`src/rtl/http_request_header_parser_assert.svh`:
```
// Assertion macros used by the parser top level.
`ifndef HTTP_REQUEST_HEADER_PARSER_ASSERT_SVH
`define HTTP_REQUEST_HEADER_PARSER_ASSERT_SVH

// Same-cycle implication, sampled on clk, off during rst.
`define HRP_ASSERT_IMP(label, ante, cons, msg) \
  label: assert property (@(posedge clk) disable iff (rst) (ante) |-> (cons)) \
    else $error(msg);

// Next-cycle implication, sampled on clk, off during rst.
`define HRP_ASSERT_NEXT(label, ante, cons, msg) \
  label: assert property (@(posedge clk) disable iff (rst) (ante) |=> (cons)) \
    else $error(msg);

`endif

```
`src/rtl/hrp_pkg.sv`:
```
package hrp_pkg;

  typedef enum logic [1:0] {
    VERDICT_MORE = 2'd0,
    VERDICT_DONE = 2'd1,
    VERDICT_BAD  = 2'd2
  } verdict_t;

  typedef enum logic [2:0] {
    KIND_NONE      = 3'd0,
    KIND_METHOD    = 3'd1,
    KIND_URI       = 3'd2,
    KIND_HDR_NAME  = 3'd3,
    KIND_HDR_VALUE = 3'd4
  } kind_t;

  typedef struct packed {
    logic [7:0] data;
    logic       start;
    logic       is_token;
    logic       is_ctl;
    logic       is_dec;
    logic       is_lws;
  } cls_t;

  localparam logic [7:0] CHAR_LAST   = 8'd127;
  localparam logic [7:0] CTL_LAST    = 8'd31;
  localparam logic [7:0] VERSION_MAX = 8'd255;
  localparam logic [3:0] DIGIT_BASE  = 4'd10;

  localparam logic [7:0] ASCII_ZERO  = 8'h30;
  localparam logic [7:0] ASCII_NINE  = 8'h39;
  localparam logic [7:0] ASCII_CR    = 8'h0D;
  localparam logic [7:0] ASCII_LF    = 8'h0A;
  localparam logic [7:0] ASCII_SP    = 8'h20;
  localparam logic [7:0] ASCII_TAB   = 8'h09;
  localparam logic [7:0] ASCII_COLON = 8'h3A;
  localparam logic [7:0] ASCII_DOT   = 8'h2E;
  localparam logic [7:0] ASCII_SLASH = 8'h2F;
  localparam logic [7:0] ASCII_H     = 8'h48;
  localparam logic [7:0] ASCII_T     = 8'h54;
  localparam logic [7:0] ASCII_P     = 8'h50;

  localparam int QUEUE_DEPTH = 2;
  localparam int QUEUE_AW    = $clog2(QUEUE_DEPTH);

  // value * 10 + digit, saturating
  function automatic logic [7:0] acc_digit(logic [7:0] value, logic [3:0] digit);
    logic [11:0] prod;
    logic [11:0] sum;
    prod = 12'(value) * 12'(DIGIT_BASE);
    sum  = prod + 12'(digit);
    return (sum > 12'(VERSION_MAX)) ? VERSION_MAX : sum[7:0];
  endfunction

endpackage

```
`src/rtl/hrp_if.sv`:
```
interface hrp_in_if;
  logic       valid;
  logic       ready;
  logic [7:0] data_byte;
  logic       start_request;

  modport source (output valid, data_byte, start_request, input ready);
  modport sink (input valid, data_byte, start_request, output ready);
endinterface

interface hrp_out_if;
  logic             valid;
  logic             ready;
  hrp_pkg::verdict_t verdict;
  hrp_pkg::kind_t    byte_kind;
  logic             new_header;
  logic [7:0]       char_out;
  logic [7:0]       version_major;
  logic [7:0]       version_minor;

  modport source (output valid, verdict, byte_kind, new_header, char_out,
                  version_major, version_minor, input ready);
  modport sink (input valid, verdict, byte_kind, new_header, char_out,
                version_major, version_minor, output ready);
endinterface

interface hrp_cls_if;
  logic          valid;
  logic          ready;
  hrp_pkg::cls_t cls;

  modport source (output valid, cls, input ready);
  modport sink (input valid, cls, output ready);
endinterface

```
`src/rtl/hrp_front.sv`:
```
module hrp_front (
  hrp_in_if.sink   request,
  hrp_cls_if.source cls_out
);
  import hrp_pkg::*;

  logic [7:0] b;
  logic       is_sep;
  logic       is_ctl;

  assign b = request.data_byte;

  always_comb begin
    unique case (b)
      8'h28, 8'h29, 8'h3C, 8'h3E, 8'h40, 8'h2C, 8'h3B, 8'h3A, 8'h5C, 8'h22,
      8'h2F, 8'h5B, 8'h5D, 8'h3F, 8'h3D, 8'h7B, 8'h7D, 8'h20, 8'h09: begin
        is_sep = 1'b1;
      end
      default: begin
        is_sep = 1'b0;
      end
    endcase
  end

  assign is_ctl = (b <= CTL_LAST) || (b == CHAR_LAST);

  // classify each request byte
  assign cls_out.cls.data     = b;
  assign cls_out.cls.start    = request.start_request;
  assign cls_out.cls.is_ctl   = is_ctl;
  assign cls_out.cls.is_token = (b <= CHAR_LAST) && !is_ctl && !is_sep;
  assign cls_out.cls.is_dec   = (b >= ASCII_ZERO) && (b <= ASCII_NINE);
  assign cls_out.cls.is_lws   = (b == ASCII_SP) || (b == ASCII_TAB);

  assign cls_out.valid  = request.valid;
  assign request.ready  = cls_out.ready;

endmodule

```
`src/rtl/hrp_queue.sv`:
```
module hrp_queue (
  input  logic      clk,
  input  logic      rst,
  hrp_cls_if.sink   push,
  hrp_cls_if.source pop
);
  import hrp_pkg::*;

  localparam logic [QUEUE_AW:0] FULL_COUNT = (QUEUE_AW + 1)'(QUEUE_DEPTH);

  cls_t                entry [QUEUE_DEPTH];
  logic [QUEUE_AW-1:0] wr_ptr;
  logic [QUEUE_AW-1:0] rd_ptr;
  logic [QUEUE_AW:0]   count;
  logic                do_push;
  logic                do_pop;

  assign push.ready = (count != FULL_COUNT);
  assign pop.valid  = (count != '0);
  assign pop.cls    = entry[rd_ptr];

  assign do_push = push.valid && push.ready;
  assign do_pop  = pop.valid && pop.ready;

  always_ff @(posedge clk) begin
    if (do_push) begin
      entry[wr_ptr] <= push.cls;
    end
  end

  always_ff @(posedge clk) begin
    if (rst) begin
      wr_ptr <= '0;
      rd_ptr <= '0;
      count  <= '0;
    end else begin
      if (do_push) begin
        wr_ptr <= wr_ptr + 1'b1;
      end
      if (do_pop) begin
        rd_ptr <= rd_ptr + 1'b1;
      end
      if (do_push && !do_pop) begin
        count <= count + 1'b1;
      end else if (do_pop && !do_push) begin
        count <= count - 1'b1;
      end
    end
  end

endmodule

```
`src/rtl/hrp_back.sv`:
```
module hrp_back (
  input  logic      clk,
  input  logic      rst,
  hrp_cls_if.sink   cls_in,
  hrp_out_if.source result
);
  import hrp_pkg::*;

  typedef enum logic [4:0] {
    ST_METHOD_START  = 5'd0,
    ST_METHOD        = 5'd1,
    ST_URI_START     = 5'd2,
    ST_URI           = 5'd3,
    ST_VER_H         = 5'd4,
    ST_VER_T1        = 5'd5,
    ST_VER_T2        = 5'd6,
    ST_VER_P         = 5'd7,
    ST_VER_SLASH     = 5'd8,
    ST_MAJOR_START   = 5'd9,
    ST_MAJOR         = 5'd10,
    ST_MINOR_START   = 5'd11,
    ST_MINOR         = 5'd12,
    ST_NL_1          = 5'd13,
    ST_HDR_START     = 5'd14,
    ST_HDR_LWS       = 5'd15,
    ST_HDR_NAME      = 5'd16,
    ST_SP_BEFORE_VAL = 5'd17,
    ST_HDR_VALUE     = 5'd18,
    ST_NL_2          = 5'd19,
    ST_NL_3          = 5'd20
  } state_t;

  state_t     state;
  state_t     state_cur;
  state_t     state_next;
  logic       have_header;
  logic       hh_cur;
  logic       have_header_next;
  logic [7:0] major_count;
  logic [7:0] major_count_next;
  logic [7:0] minor_count;
  logic [7:0] minor_count_next;

  logic       out_valid;
  verdict_t   verdict;
  verdict_t   verdict_next;
  kind_t      byte_kind;
  kind_t      byte_kind_next;
  logic       new_header;
  logic       new_header_next;
  logic [7:0] char_out;

  cls_t       c;
  logic [7:0] b;
  logic [3:0] digit;
  logic       take;

  assign c     = cls_in.cls;
  assign b     = c.data;
  assign digit = 4'(b - ASCII_ZERO);

  assign cls_in.ready = !out_valid || result.ready;
  assign take         = cls_in.valid && cls_in.ready;

  always_comb begin
    state_cur        = c.start ? ST_METHOD_START : state;
    hh_cur           = c.start ? 1'b0 : have_header;
    state_next       = state_cur;
    have_header_next = hh_cur;
    major_count_next = major_count;
    minor_count_next = minor_count;
    verdict_next     = VERDICT_MORE;
    byte_kind_next   = KIND_NONE;
    new_header_next  = 1'b0;

    unique case (state_cur)
      ST_METHOD_START: begin
        if (c.is_token) begin
          state_next     = ST_METHOD;
          byte_kind_next = KIND_METHOD;
        end else begin
          verdict_next = VERDICT_BAD;
        end
      end
      ST_METHOD: begin
        priority if (b == ASCII_SP) begin
          state_next = ST_URI_START;
        end else if (c.is_token) begin
          byte_kind_next = KIND_METHOD;
        end else begin
          verdict_next = VERDICT_BAD;
        end
      end
      ST_URI_START: begin
        if (c.is_ctl) begin
          verdict_next = VERDICT_BAD;
        end else begin
          state_next     = ST_URI;
          byte_kind_next = KIND_URI;
        end
      end
      ST_URI: begin
        priority if (b == ASCII_SP) begin
          state_next = ST_VER_H;
        end else if (c.is_ctl) begin
          verdict_next = VERDICT_BAD;
        end else begin
          byte_kind_next = KIND_URI;
        end
      end
      ST_VER_H: begin
        if (b == ASCII_H) state_next = ST_VER_T1;
        else verdict_next = VERDICT_BAD;
      end
      ST_VER_T1: begin
        if (b == ASCII_T) state_next = ST_VER_T2;
        else verdict_next = VERDICT_BAD;
      end
      ST_VER_T2: begin
        if (b == ASCII_T) state_next = ST_VER_P;
        else verdict_next = VERDICT_BAD;
      end
      ST_VER_P: begin
        if (b == ASCII_P) state_next = ST_VER_SLASH;
        else verdict_next = VERDICT_BAD;
      end
      ST_VER_SLASH: begin
        if (b == ASCII_SLASH) begin
          major_count_next = '0;
          minor_count_next = '0;
          state_next       = ST_MAJOR_START;
        end else begin
          verdict_next = VERDICT_BAD;
        end
      end
      ST_MAJOR_START: begin
        if (c.is_dec) begin
          major_count_next = acc_digit(major_count, digit);
          state_next       = ST_MAJOR;
        end else begin
          verdict_next = VERDICT_BAD;
        end
      end
      ST_MAJOR: begin
        priority if (b == ASCII_DOT) begin
          state_next = ST_MINOR_START;
        end else if (c.is_dec) begin
          major_count_next = acc_digit(major_count, digit);
        end else begin
          verdict_next = VERDICT_BAD;
        end
      end
      ST_MINOR_START: begin
        if (c.is_dec) begin
          minor_count_next = acc_digit(minor_count, digit);
          state_next       = ST_MINOR;
        end else begin
          verdict_next = VERDICT_BAD;
        end
      end
      ST_MINOR: begin
        priority if (b == ASCII_CR) begin
          state_next = ST_NL_1;
        end else if (c.is_dec) begin
          minor_count_next = acc_digit(minor_count, digit);
        end else begin
          verdict_next = VERDICT_BAD;
        end
      end
      ST_NL_1: begin
        if (b == ASCII_LF) state_next = ST_HDR_START;
        else verdict_next = VERDICT_BAD;
      end
      ST_HDR_START: begin
        priority if (b == ASCII_CR) begin
          state_next = ST_NL_3;
        end else if (hh_cur && c.is_lws) begin
          state_next = ST_HDR_LWS;
        end else if (c.is_token) begin
          have_header_next = 1'b1;
          new_header_next  = 1'b1;
          byte_kind_next   = KIND_HDR_NAME;
          state_next       = ST_HDR_NAME;
        end else begin
          verdict_next = VERDICT_BAD;
        end
      end
      ST_HDR_LWS: begin
        priority if (b == ASCII_CR) begin
          state_next = ST_NL_2;
        end else if (c.is_lws) begin
          state_next = ST_HDR_LWS;
        end else if (c.is_ctl) begin
          verdict_next = VERDICT_BAD;
        end else begin
          state_next     = ST_HDR_VALUE;
          byte_kind_next = KIND_HDR_VALUE;
        end
      end
      ST_HDR_NAME: begin
        priority if (b == ASCII_COLON) begin
          state_next = ST_SP_BEFORE_VAL;
        end else if (c.is_token) begin
          byte_kind_next = KIND_HDR_NAME;
        end else begin
          verdict_next = VERDICT_BAD;
        end
      end
      ST_SP_BEFORE_VAL: begin
        if (b == ASCII_SP) state_next = ST_HDR_VALUE;
        else verdict_next = VERDICT_BAD;
      end
      ST_HDR_VALUE: begin
        priority if (b == ASCII_CR) begin
          state_next = ST_NL_2;
        end else if (c.is_ctl) begin
          verdict_next = VERDICT_BAD;
        end else begin
          byte_kind_next = KIND_HDR_VALUE;
        end
      end
      ST_NL_2: begin
        if (b == ASCII_LF) state_next = ST_HDR_START;
        else verdict_next = VERDICT_BAD;
      end
      ST_NL_3: begin
        verdict_next = (b == ASCII_LF) ? VERDICT_DONE : VERDICT_BAD;
      end
      default: begin
        verdict_next = VERDICT_BAD;
      end
    endcase
  end

  always_ff @(posedge clk) begin
    if (rst) begin
      state       <= ST_METHOD_START;
      have_header <= 1'b0;
      major_count <= '0;
      minor_count <= '0;
      out_valid   <= 1'b0;
    end else if (take) begin
      state       <= state_next;
      have_header <= have_header_next;
      major_count <= major_count_next;
      minor_count <= minor_count_next;
      out_valid   <= 1'b1;
      verdict     <= verdict_next;
      byte_kind   <= byte_kind_next;
      new_header  <= new_header_next;
      char_out    <= b;
    end else if (result.ready) begin
      out_valid <= 1'b0;
    end
  end

  assign result.valid         = out_valid;
  assign result.verdict       = verdict;
  assign result.byte_kind     = byte_kind;
  assign result.new_header    = new_header;
  assign result.char_out      = char_out;
  assign result.version_major = major_count;
  assign result.version_minor = minor_count;

endmodule

```
`src/rtl/http_request_header_parser.sv`:
```
// Channel   Role    Handshake      Payload
// request   sink    valid/ready    data_byte[7:0], start_request
// result    source  valid/ready    verdict, byte_kind, new_header, char_out,
//                                  version_major, version_minor
//
// One request byte per cycle sustained while result ready stays high; one result per byte.
// Each byte is classified into a two-entry queue, then the parse state
// machine writes the output register.
// rst is synchronous; it returns the parser to the method start with
// cleared version counts and empties the queue.
// A stalled result holds; request ready drops only when the queue is full.
`include "http_request_header_parser_assert.svh"

module http_request_header_parser (
  input logic       clk,
  input logic       rst,
  hrp_in_if.sink    request,
  hrp_out_if.source result
);
  import hrp_pkg::*;

  hrp_cls_if front_q ();
  hrp_cls_if q_back ();

  hrp_front u_front (
    .request (request),
    .cls_out (front_q)
  );

  hrp_queue u_queue (
    .clk  (clk),
    .rst  (rst),
    .push (front_q),
    .pop  (q_back)
  );

  hrp_back u_back (
    .clk    (clk),
    .rst    (rst),
    .cls_in (q_back),
    .result (result)
  );

  `HRP_ASSERT_NEXT(a_req_queued, request.valid && request.ready, q_back.valid, "accepted request not queued")
  `HRP_ASSERT_NEXT(a_queue_drains, q_back.valid && !result.valid, result.valid, "queued request not parsed")
  `HRP_ASSERT_IMP(a_bad_clean, result.valid && result.verdict == VERDICT_BAD, result.byte_kind == KIND_NONE && !result.new_header, "malformed byte carries a tag")
  `HRP_ASSERT_IMP(a_newh_name, result.valid && result.new_header, result.byte_kind == KIND_HDR_NAME && result.verdict == VERDICT_MORE, "new header not on a name byte")

endmodule

```
`src/flat_wrapper.sv`:
```
// flat-port wrapper written by rule: the top's interface ports become plain ports
module http_request_header_parser_flat import hrp_pkg::*;
  (clk, rst, request_valid, request_data_byte, request_start_request, request_ready, result_valid, result_verdict, result_byte_kind, result_new_header, result_char_out, result_version_major, result_version_minor, result_ready);
  hrp_in_if request_i ();
  hrp_out_if result_i ();
  input logic clk;
  input logic rst;
  input wire logic [$bits(request_i.valid)-1:0] request_valid;
  input wire logic [$bits(request_i.data_byte)-1:0] request_data_byte;
  input wire logic [$bits(request_i.start_request)-1:0] request_start_request;
  output wire logic [$bits(request_i.ready)-1:0] request_ready;
  output wire logic [$bits(result_i.valid)-1:0] result_valid;
  output wire logic [$bits(result_i.verdict)-1:0] result_verdict;
  output wire logic [$bits(result_i.byte_kind)-1:0] result_byte_kind;
  output wire logic [$bits(result_i.new_header)-1:0] result_new_header;
  output wire logic [$bits(result_i.char_out)-1:0] result_char_out;
  output wire logic [$bits(result_i.version_major)-1:0] result_version_major;
  output wire logic [$bits(result_i.version_minor)-1:0] result_version_minor;
  input wire logic [$bits(result_i.ready)-1:0] result_ready;
  assign request_i.valid = request_valid;
  assign request_i.data_byte = request_data_byte;
  assign request_i.start_request = request_start_request;
  assign request_ready = request_i.ready;
  assign result_valid = result_i.valid;
  assign result_verdict = result_i.verdict;
  assign result_byte_kind = result_i.byte_kind;
  assign result_new_header = result_i.new_header;
  assign result_char_out = result_i.char_out;
  assign result_version_major = result_i.version_major;
  assign result_version_minor = result_i.version_minor;
  assign result_i.ready = result_ready;
  http_request_header_parser u_core (.clk(clk), .rst(rst), .request(request_i), .result(result_i));
endmodule
```
`config.mk`:
```
export PLATFORM = sky130hd
export DESIGN_NAME = http_request_header_parser_flat
export DESIGN_NICKNAME = d
export VERILOG_FILES = /design/src/rtl/hrp_pkg.sv /design/src/rtl/hrp_if.sv /design/src/rtl/hrp_front.sv /design/src/rtl/hrp_queue.sv /design/src/rtl/hrp_back.sv /design/src/rtl/http_request_header_parser.sv /design/src/flat_wrapper.sv
export VERILOG_INCLUDE_DIRS = /design/src /design/src/rtl
export SDC_FILE = /design/constraint.sdc
export NUM_CORES = 1
export LEC_CHECK = 0
export BUFFER_PORTS_ARGS = -buffer_cell sky130_fd_sc_hd__buf_2
export CORE_ASPECT_RATIO = 1.25
export CORE_UTILIZATION = 45
export CTS_CLUSTER_DIAMETER = 120
export DETAILED_ROUTE_END_ITERATION = 16
export PLACE_DENSITY = 0.66
export SLEW_MARGIN = 0
export SYNTH_ARGS = -nofsm -noshare
export SYNTH_HDL_FRONTEND = slang
export SYNTH_SLANG_ARGS = --single-unit
```
`constraint.sdc`:
```
create_clock -name clk -period 3.1 [get_ports clk]
set_input_delay 0 -clock clk [delete_from_list [all_inputs] [get_ports clk]]
set_output_delay 0 -clock clk [all_outputs]
set_load 0.01 [all_outputs]
```
==> results.tsv, run 1 <==
metric	value	unit
regArea	0.00177	sq mm
finalSetupViolCount	0	
nFillCells	889	
gp_congestion	0.980	
synth_fp_nets	559	
num_antenna_cells	0	
core_area	0.0103	sq mm
num_io_pins	45	
period_needed	3.00	ns
drive_above_1_share	0.252	
pwr-share-clk	0.233	
drt_iter0_drc	340	
final_area	0.00600	sq mm
max_slew_margin	0.603	
clk_pin_slew	0.06	ns
async_reset_ff_frac	0	
startpoint_type	flop	
synth_area_leaders	edfxtp_1 25%, dfxtp_1 12%, ha_1 8.1%	
synth_area_leader_cell	edfxtp_1	
wl_per_cell	19.4	microns
power_frac_comb	0.465	
grt_pass1_vias	4515	
grt_antenna_before_repair	0	
synth_cells	511	
port_buffers	44	
grtUsageTotal	0.274	
cts.path.max_buffers	2	
synth_edf_count	40	
powerDensity	733	mW/mm^2
clkLatencyLatePin	0.34	ns
hpwl	10800	microns
cts_sinks	68	
start_util	0.468	
worst_slew_pin_slew	0.596	ns
worstHoldPathType	primary input to flop	
final_antenna_net_count	0	
syn2layout_area_growth	24.8	%
h-tree-depth	3	
grt_start_max_net_pins	20	
synth.cell_area	0.00481	sq mm
rrSetupSlack	0.10	ns
ir_drop	0.374	mV
drc	0	
yosys-top-cells-count	46 x nand2_1, 40 x edfxtp_1, 40 x nor2_1	
die_w	94.4	microns
cp_max_fo	4	
clock_skew	0.00543	ns
arrival	3.22	ns
crit_path_end_kind	flop	
required	3.33	ns
critPathKind	flop to flop	
hold_violations	0	
outcome	finished, final reports clean	
post-place-cells	715	
rsz0062_at_grt	yes	
power.switching	1.76	mW
synth_warnings	0	
ys_seq_area_frac	0.367	
power.static_leakage	2.55	nW
syn-mean-instance-area	9.40	sq um
via_per_inst	6.23	
fin_cells	744	
swShare	0.401	
grt-ovfl-total	0	
ys_types	76	
numCtsBuffers	9	
drv_cap	0	
synth_most_common_cell	nand2_1	
rows	41	
cts_tree	yes	
dieArea	0.0111	sq mm
fin_crit_sh	0.967	
synthFlopType	edfxtp_1	
utilization	0.585	
fmax	334	MHz
yosys.area.top_type_share	0.250	
grt_pass1_wl	23300	microns
placed_cell_area	0.00550	sq mm
multi_input_area	0.00299	sq mm
root_buffer	clkbuf_16	
ys_ff_latch	68	
fin_nets	658	
vias	4637	
internal-power	2.63	mW
routed_wl	14400	microns
die_y	118	microns
final_max_slew_viol_count	0	
drtPass1Iterations	5	
p_seq_frac	0.303	
[registers in the layout, indices dropped and copies added, names as in the netlist, named ones only]
signal	cells
u_core.u_back.result.verdict	2
u_core.u_back.result.version_minor	8
u_core.u_back.result.valid	1
u_core.u_back.state	5
u_core.u_back.result.char_out	8
u_core.u_queue.entry	26
u_core.u_back.result.version_major	8
u_core.u_back.result.byte_kind	3
u_core.u_queue.wr_ptr	1
u_core.u_back.result.new_header	1
u_core.u_queue.rd_ptr	1
u_core.u_queue.count	2
u_core.u_back.have_header	1
[power by group through the flow]
stage,Combinational [mW],Sequential (mW),Clock (mW)
6_report,2.04,1.33,1.02
5_1_grt,2.19,1.34,1.08
4_1_cts,1.95,1.32,1.04
3_5_place_dp,1.92,1.34,0
3_3_place_gp,1.92,1.34,0
2_1_floorplan,1.25,1.28,0
[path summary, 6_finish.rpt]
path                                                      start                                            endpoint  cells after the start
min reg2reg             u_core.u_back.result.valid$_SDFFE_PP0P_             u_core.u_back.result.valid$_SDFFE_PP0P_                      2
max reg2reg  u_core.u_back.result.version_minor[3]$_SDFFE_PP0P_  u_core.u_back.result.version_minor[1]$_SDFFE_PP0P_                     10
max          u_core.u_back.result.version_minor[3]$_SDFFE_PP0P_  u_core.u_back.result.version_minor[1]$_SDFFE_PP0P_                     10
min                                               request_valid                  u_core.u_queue.wr_ptr$_SDFFE_PP0P_                      4
[critical path, cell delays in order, from the launching register on]
cell and delay [ns]:
dfxtp_2 0.33, ha_1 0.28, ha_1 0.24, fa_2 0.37, a21o_1 0.20, a21oi_2 0.21
xnor2_2 0.14, o21ai_1 0.10, mux2i_2 0.19, or4b_2 0.62, a22o_1 0.19
[metal layers]
| layer | global-route usage | routed length, microns | up-vias |
|---|---|---|---|
| li1 | - | - | 2177 |
| met1 | 0.354 | 6010 | 2170 |
| met2 | 0.425 | 6700 | 234 |
| met3 | 0.0568 | 1030 | 56 |
| met4 | 0.140 | 672 | 0 |
| met5 | 0 | 0 | - |
[kinds of logic (layout without fill, tap and decap cells)]
family,count (synthesis),after routing,share of synthesized area
adder cells (fa/ha/maj),35,35,0.0974
multiplexers,17,17,0.0375
flip-flops,68,68,0.367
XOR/XNOR,19,19,0.0346
AO/OA/AOI/OAI,141,141,0.209
AND/OR/NAND/NOR,200,200,0.224
buffers and inverters,31,135,0.0310
[stage by stage]
step,power (mW),TNS [ns],hold WS (ns),worst slack [ns]
after floorplan,2.53,0,0.0989,0.00562
after global placement,3.26,-0.155,0.188,-0.155
after detailed placement,3.26,-0.0891,0.191,-0.0833
after CTS,4.31,0,0.0523,0.0167
after global routing,4.61,-0.00384,0.0816,-0.00384
final,4.40,0,0.0562,0.102
[final cells by class]
| cell class | instances | share of cell area |
|---|---|---|
| Multi-Input combinational cell | 412 | 0.499 |
| Sequential cell | 68 | 0.294 |
| Timing Repair Buffer | 108 | 0.123 |
| Clock buffer | 13 | 0.0469 |
| Tap cell | 129 | 0.0269 |
| Inverter | 11 | 0.00689 |
| Clock inverter | 3 | 0.00313 |
[placed cells by master (no fill, tap or decap), types with 4 or more instances in the layout]
master / instances
buf_4: 53
nand2_1: 46
buf_2: 44
nor2_1: 40
edfxtp_1: 40
a21oi_1: 34
ha_1: 30
dfxtp_1: 25
nor3_1: 22
nand3_1: 20
o21ai_0: 17
a22oi_1: 10
clkbuf_16: 10
dlygate4sd3_1: 10
inv_1: 9
xor2_1: 9
a22o_1: 9
mux2_2: 8
mux2i_1: 8
xnor2_1: 8
nand2b_1: 7
nand4_1: 7
a21o_1: 7
or3_1: 7
nor3b_1: 6
o22ai_1: 6
o211ai_1: 6
or2_2: 5
nor2b_1: 5
nand3b_1: 4
[repair_timing]
item                       CTS  global route
hold endpoints to repair    19             0
pin swaps                    0             3
setup endpoints to repair    2            15
buffers inserted             1             2
hold buffers                10             0
resized for setup            2            11
Power figures use the tool's default switching activity.
==> run 2, diff against run 1 <==
==> constraint.sdc (replaced) <==
create_clock -name clk -period 3.1 [get_ports clk]
set_input_delay 0 -clock clk [delete_from_list [all_inputs] [get_ports clk]]
set_output_delay 0 -clock clk [all_outputs]
set_load 0.02 [all_outputs]
==> run 2 against run 1 <==
Net effect: global-route usage is 0.99 points lower; via count is 1.1% lower; sequential power hardly changed; first-iteration DRC count is 30% higher; largest cell class unchanged; largest power group unchanged; highest routed layer unchanged.
==> results.tsv, run 2 (same netlist as run 1, synthesis figures left out) <==
metric	value	unit	change
powerDensity	736	mW/mm^2	+0.36%
clock_skew	0.00821	ns	+0.00278 ns
grt_pass1_vias	4452		-1.4%
setup_ws	0.116	ns	+0.0140 ns
max_slew_margin	0.574		-0.0286
num_io_pins	45		unchanged
rrSetupSlack	0.12	ns	about the same
fin_nets	646		-1.8%
grt_antenna_before_repair	0		unchanged
gp_congestion	1.02		+3.8%
post-place-ws	0.00470	ns	+0.0880 ns
critPathSlowestCell	or4b_2		
startpoint_type	flop		
hold_violations	0		unchanged
dieArea	0.0111	sq mm	unchanged
drtPass1Iterations	5		unchanged
mostFrequentLayoutCell	nand2_1		
outcome	finished, final reports clean		
start_util	0.468		unchanged
hpwl	10700	microns	-1.7%
critPathKind	flop to flop		
post-place-cells	705		-1.4%
power.static_leakage	2.48	nW	-3.0%
routed_wl	14100	microns	-2.3%
vias	4584		-1.1%
rsz0062_at_grt	no		
grt_start_max_net_pins	17		-15%
finalSetupViolCount	0		unchanged
final_area	0.00587	sq mm	-2.2%
core_area	0.0103	sq mm	unchanged
wl_per_cell	19.3	microns	-0.67%
placed_cell_area	0.00542	sq mm	-1.5%
setup-tns-final	0	ns	unchanged
largest_register_ffs	26		unchanged
fmax	335	MHz	+0.47%
cp_max_fo	5		+1
multi_input_area	0.00296	sq mm	-1.0%
h-tree-depth	3		unchanged
period_needed	2.98	ns	-0.0140 ns
drt_iter0_drc	443		+30%
required	3.33	ns	about the same
cts.path.max_buffers	2		unchanged
max_stage_delay	0.61	ns	about the same
grt_pass1_wl	22600	microns	-3.3%
die_y	118	microns	unchanged
drive_above_1_share	0.235		-0.0165
final_max_slew_viol_count	0		unchanged
drc	0		unchanged
final_cell_mix	46 x nand2_1, 44 x buf_2, 42 x buf_4, 40 x nor2_1, 40 x edfxtp_1		
fin_cells	732		-1.6%
die_w	94.4	microns	unchanged
regMostFlops	u_core.u_queue.entry		
fin_crit_sh	0.963		-0.00452
nFillCells	929		+4.5%
clk_pin_slew	0.06	ns	about the same
arrival	3.21	ns	about the same
clkLatencyLatePin	0.34	ns	about the same
final_antenna_net_count	0		unchanged
drv_cap	0		unchanged
syn2layout_area_growth	22.1	%	
cts_sinks	68		unchanged
path_cells	ha_1, ha_2, fa_2, a21o_1, a21oi_2, xnor2_2, o21ai_1, mux2i_2, or4b_2, a22o_1		
worstHoldPathType	primary input to flop		
root_buffer	clkbuf_16		
num_antenna_cells	0		unchanged
crit_path_end_kind	flop		
regArea	0.00177	sq mm	+0.14%
ir_drop	0.400	mV	+7.0%
crit_family	adder cells		
crit_buf_inv	0		unchanged
cts_tree	yes		
numCtsBuffers	9		unchanged
via_per_inst	6.26		+0.48%
worst_slew_pin_slew	0.638	ns	+0.0423 ns
grtUsageTotal	0.264		-0.00993
rows	41		unchanged
grt-ovfl-total	0		unchanged
port_buffers	44		unchanged
==> run 2: cell types whose count changed in the layout (fill, tap and decap cells not counted), sizes merged <==
cell / before / now
buf: 98 / 86
clkbuf: 13 / 9
inv: 9 / 11
bufinv: 0 / 1
clkinvlp: 0 / 1
==> run 2: power by group <==
part           switching [mW]  total [mW]  internal [mW]
registers               0.165        1.32           1.16
clock network           0.407        1.03          0.626
logic                    1.19        1.96          0.766
total                    1.77        4.32           2.55
==> run 2: per-stage QoR <==
step                       util  hold slack (ns)  power (mW)
after floorplan               -           0.0989        2.56
final                     0.572           0.0585        4.32
after detailed placement  0.528            0.195        3.21
after global routing      0.572           0.0909        4.51
after global placement    0.528            0.191        3.21
after CTS                 0.567           0.0601        4.24
==> run 2: layout make-up <==
class	instances	area share
clock buffer	9	0.0384
sequential	68	0.301
tap	129	0.0275
timing repair buffer	96	0.108
clock inverter	7	0.0126
multi-input combinational	412	0.505
inverter	11	0.00704
==> run 2: what timing repair did <==
action	in CTS	in global routing
gates resized for setup	0	9
hold buffers	10	0
endpoints found under the hold margin	19	0
endpoints found under the setup margin	0	6
setup buffers	0	1
==> run 2: path summary, 6_finish.rpt <==
check,startpoint,to,cells after the start
worst max-delay path,u_core.u_back.result.version_minor[1]$_SDFFE_PP0P_,u_core.u_back.result.version_minor[2]$_SDFFE_PP0P_,10
worst min-delay path,request_valid,u_core.u_queue.wr_ptr$_SDFFE_PP0P_,4
worst max register to register,u_core.u_back.result.version_minor[1]$_SDFFE_PP0P_,u_core.u_back.result.version_minor[2]$_SDFFE_PP0P_,10
worst min register to register,u_core.u_back.result.valid$_SDFFE_PP0P_,u_core.u_back.result.valid$_SDFFE_PP0P_,2
==> run 2: worst min-delay path: stages <==
cell	delay [ns]
buf_2	0.10
nand2_1	0.10
xor2_1	0.07
nor2_1	0.08
==> run 2: layer usage <==
metal	global-route usage	up-vias	wire length [microns]
met5	0	-	0
met4	0.132	0	483
met3	0.0446	50	994
met2	0.420	229	6740
met1	0.339	2153	5880
li1	-	2152	-
==> run 3, diff against run 2 <==
ABC_AREA = 1   (was not set)
==> run 3 against run 2 <==
Net effect: worst setup slack better by 0.24 ns; hold slack worse by 0.017 ns; maximum frequency is 8.9% higher; clock-buffer cell count stayed put; global-route usage is 1.1 points lower; first-iteration DRC count is 5.4% lower; sequential power is 5% lower; cell count is 25% higher; total power is 7.8% lower; combinational power is 16% lower; sequential share of layout area is 0.24 points higher.
==> results.tsv, run 3 <==
metric	value	unit	change
outcome	finished, final reports clean		
fin_crit_sh	0.884		-0.0789
final_cell_mix	224 x nand2_1, 86 x inv_1, 84 x nor2_1, 45 x a21oi_1, 44 x buf_2		
crit_path_end_kind	flop		
grt_pass1_wl	22000	microns	-2.3%
drv_cap	0		unchanged
cts.path.max_buffers	2		unchanged
setup-tns-final	0	ns	unchanged
mostFrequentLayoutCell	nand2_1		
r2r-start	u_core.u_back.result.version_major[1]$_SDFFE_PP0P_		
gp_congestion	1.02		+0.16%
powerDensity	686	mW/mm^2	-6.7%
critPathSlowestCell	dfxtp_1		
clk_pin_slew	0.06	ns	about the same
die_w	96.1	microns	+1.8%
wl_per_cell	14.9	microns	-22%
routed_wl	13700	microns	-2.9%
grtUsageTotal	0.253		-0.0108
post_cts_resize_count	0		unchanged
port_buffers	44		unchanged
yosys-top-cells-count	224 x nand2_1, 86 x inv_1, 84 x nor2_1		
max_slew_margin	0.562		-0.0116
critPathKind	flop to flop		
h-tree-depth	3		unchanged
final_max_slew_viol_count	0		unchanged
drtPass1Iterations	5		unchanged
clkLatencyLatePin	0.34	ns	about the same
grt_pass1_vias	4762		+7.0%
rsz0062_at_grt	no		
power.static_leakage	2.91	nW	+18%
yosys.area.top_type_share	0.241		-0.00885
num_antenna_cells	0		unchanged
ys_ff_latch	68		unchanged
grt-ovfl-total	0		unchanged
via_per_inst	5.36		-14%
power	3.98	mW	-7.8%
grt_antenna_before_repair	0		unchanged
root_buffer	clkbuf_16		
start_util	0.467		-0.00137
finalSetupViolCount	0		unchanged
synthFlopType	edfxtp_1		
arrival	2.94	ns	-0.27 ns
synth_edf_count	40		unchanged
fin_nets	828		+28%
crit_start	u_core.u_back.result.version_major[1]$_SDFFE_PP0P_		
worst_slew_pin_slew	0.656	ns	+0.0180 ns
rows	42		+2.4%
async_reset_ff_frac	0		unchanged
clock_skew	0.0157	ns	+0.00752 ns
worstHoldPathType	primary input to flop		
core_area	0.0107	sq mm	+4.0%
grt_start_max_net_pins	23		+6
vias	4916		+7.2%
hpwl	10900	microns	+2.0%
period_needed	2.74	ns	-0.244 ns
largest_register_ffs	26		unchanged
synth.cell_area	0.00498	sq mm	+3.7%
startpoint_type	flop		
dieArea	0.0115	sq mm	+3.6%
whs	0.0420	ns	-0.0166 ns
cts_tree	yes		
rrSetupSlack	0.36	ns	+0.24 ns
regMostFlops	u_core.u_queue.entry		
drc	0		unchanged
max_stage_delay	0.43	ns	-0.18 ns
path_cells	ha_1, ha_1, fa_1, xor2_1, inv_1, nor3_1, nand3_1, nand2_1, nand4_1, nand2_1, a21oi_1		
ys_types	37		-51%
cp_max_fo	8		+3
synth_warnings	0		unchanged
syn-mean-instance-area	6.97	sq um	-26%
ys_seq_area_frac	0.354		-0.0130
synth_most_common_cell	nand2_1		
drive_above_1_share	0.112		-0.123
synth_cells	715		+40%
ir_drop	0.545	mV	+36%
synth_fp_nets	763		+36%
min_from	request_valid		
drt_iter0_drc	419		-5.4%
hold_violations	0		unchanged
syn2layout_area_growth	16.4	%	
num_io_pins	45		unchanged
cts_sinks	68		unchanged
numCtsBuffers	9		unchanged
fmax	365	MHz	+8.9%
synth_area_leader_cell	edfxtp_1		
die_y	120	microns	+1.8%
final_antenna_net_count	0		unchanged
synth_area_leaders	edfxtp_1 24%, nand2_1 17%, dfxtp_1 11%		
required	3.30	ns	-0.03 ns
==> run 3: changes by cell type in the layout (fill, tap and decap cells not counted), sizes merged, moves of 15 or more <==
| cell | delta |
|---|---|
| buf | -33 |
| inv | +81 |
| nand2 | +182 |
| nand3 | +18 |
| nor2 | +53 |
| nor3 | -15 |
| o21ai | +23 |
==> run 3: cells by family after synthesis <==
group | synth area share
xor+xnor | 0.0281
flops | 0.354
fa+ha+maj | 0.0939
simple gates | 0.336
compound gates | 0.113
buf+inv | 0.0761
==> run 3: final timing paths <==
| path | to | depth (start not counted) |
|---|---|---|
| worst max-delay path | u_core.u_back.result.version_major[0]$_SDFFE_PP0P_ | 11 |
| worst min-delay path | u_core.u_queue.wr_ptr$_SDFFE_PP0P_ | 4 |
| worst max register to register | u_core.u_back.result.version_major[0]$_SDFFE_PP0P_ | 11 |
| worst min register to register | u_core.u_queue.rd_ptr$_SDFFE_PP0P_ | 1 |
==> run 3: timing repair <==
item / 4_1_cts / 5_1_grt
buffers inserted: 0 / 0
endpoints found under the hold margin: 19 / 0
hold buffers: 10 / 0
==> run 3: final cells by class <==
type | instances | area [sq um]
repair buffers | 63 | 388
flip-flops and latches | 68 | 1760
clock inverters | 7 | 82.6
fillers | 1062 | 4870
well taps | 132 | 165
clock buffers | 9 | 225
inverters | 89 | 334
multi-input cells | 549 | 2840
==> run 3: report_power, final <==
| group | leakage [nW] | switching (mW) | internal [mW] |
|---|---|---|---|
| Combinational | 2.16 | 1.16 | 0.486 |
| Sequential | 0.604 | 0.0840 | 1.16 |
| Clock | 0.145 | 0.446 | 0.638 |
| Total | 2.91 | 1.69 | 2.29 |
==> run 3: per-stage QoR <==
step	setup slack (ns)	utilization	instance area (sq um)	cells
global placement	0.359	0.505	5390	891
detailed placement	0.370	0.505	5390	891
CTS	0.372	0.544	5800	917
finish	0.360	0.544	5800	917
global route	0.119	0.544	5800	917
floorplan	0.629	-	4980	715
==> run 3: worst max-delay path: cells and delay by family, from the launching register on <==
kind | cells | cell delay [ns]
buffers and inverters | 1 | 0.09
AND/OR/NAND/NOR | 5 | 0.96
AO/OA/AOI/OAI | 1 | 0.06
XOR/XNOR | 1 | 0.17
flip-flops | 1 | 0.43
adder cells (fa/ha/maj) | 3 | 0.90
==> run 3: per-layer routing <==
metal | GRT usage | part of all wire
met1 | 0.286 | 0.41
met2 | 0.444 | 0.50
met3 | 0.0463 | 0.051
met4 | 0.127 | 0.040
met5 | 0 | 0
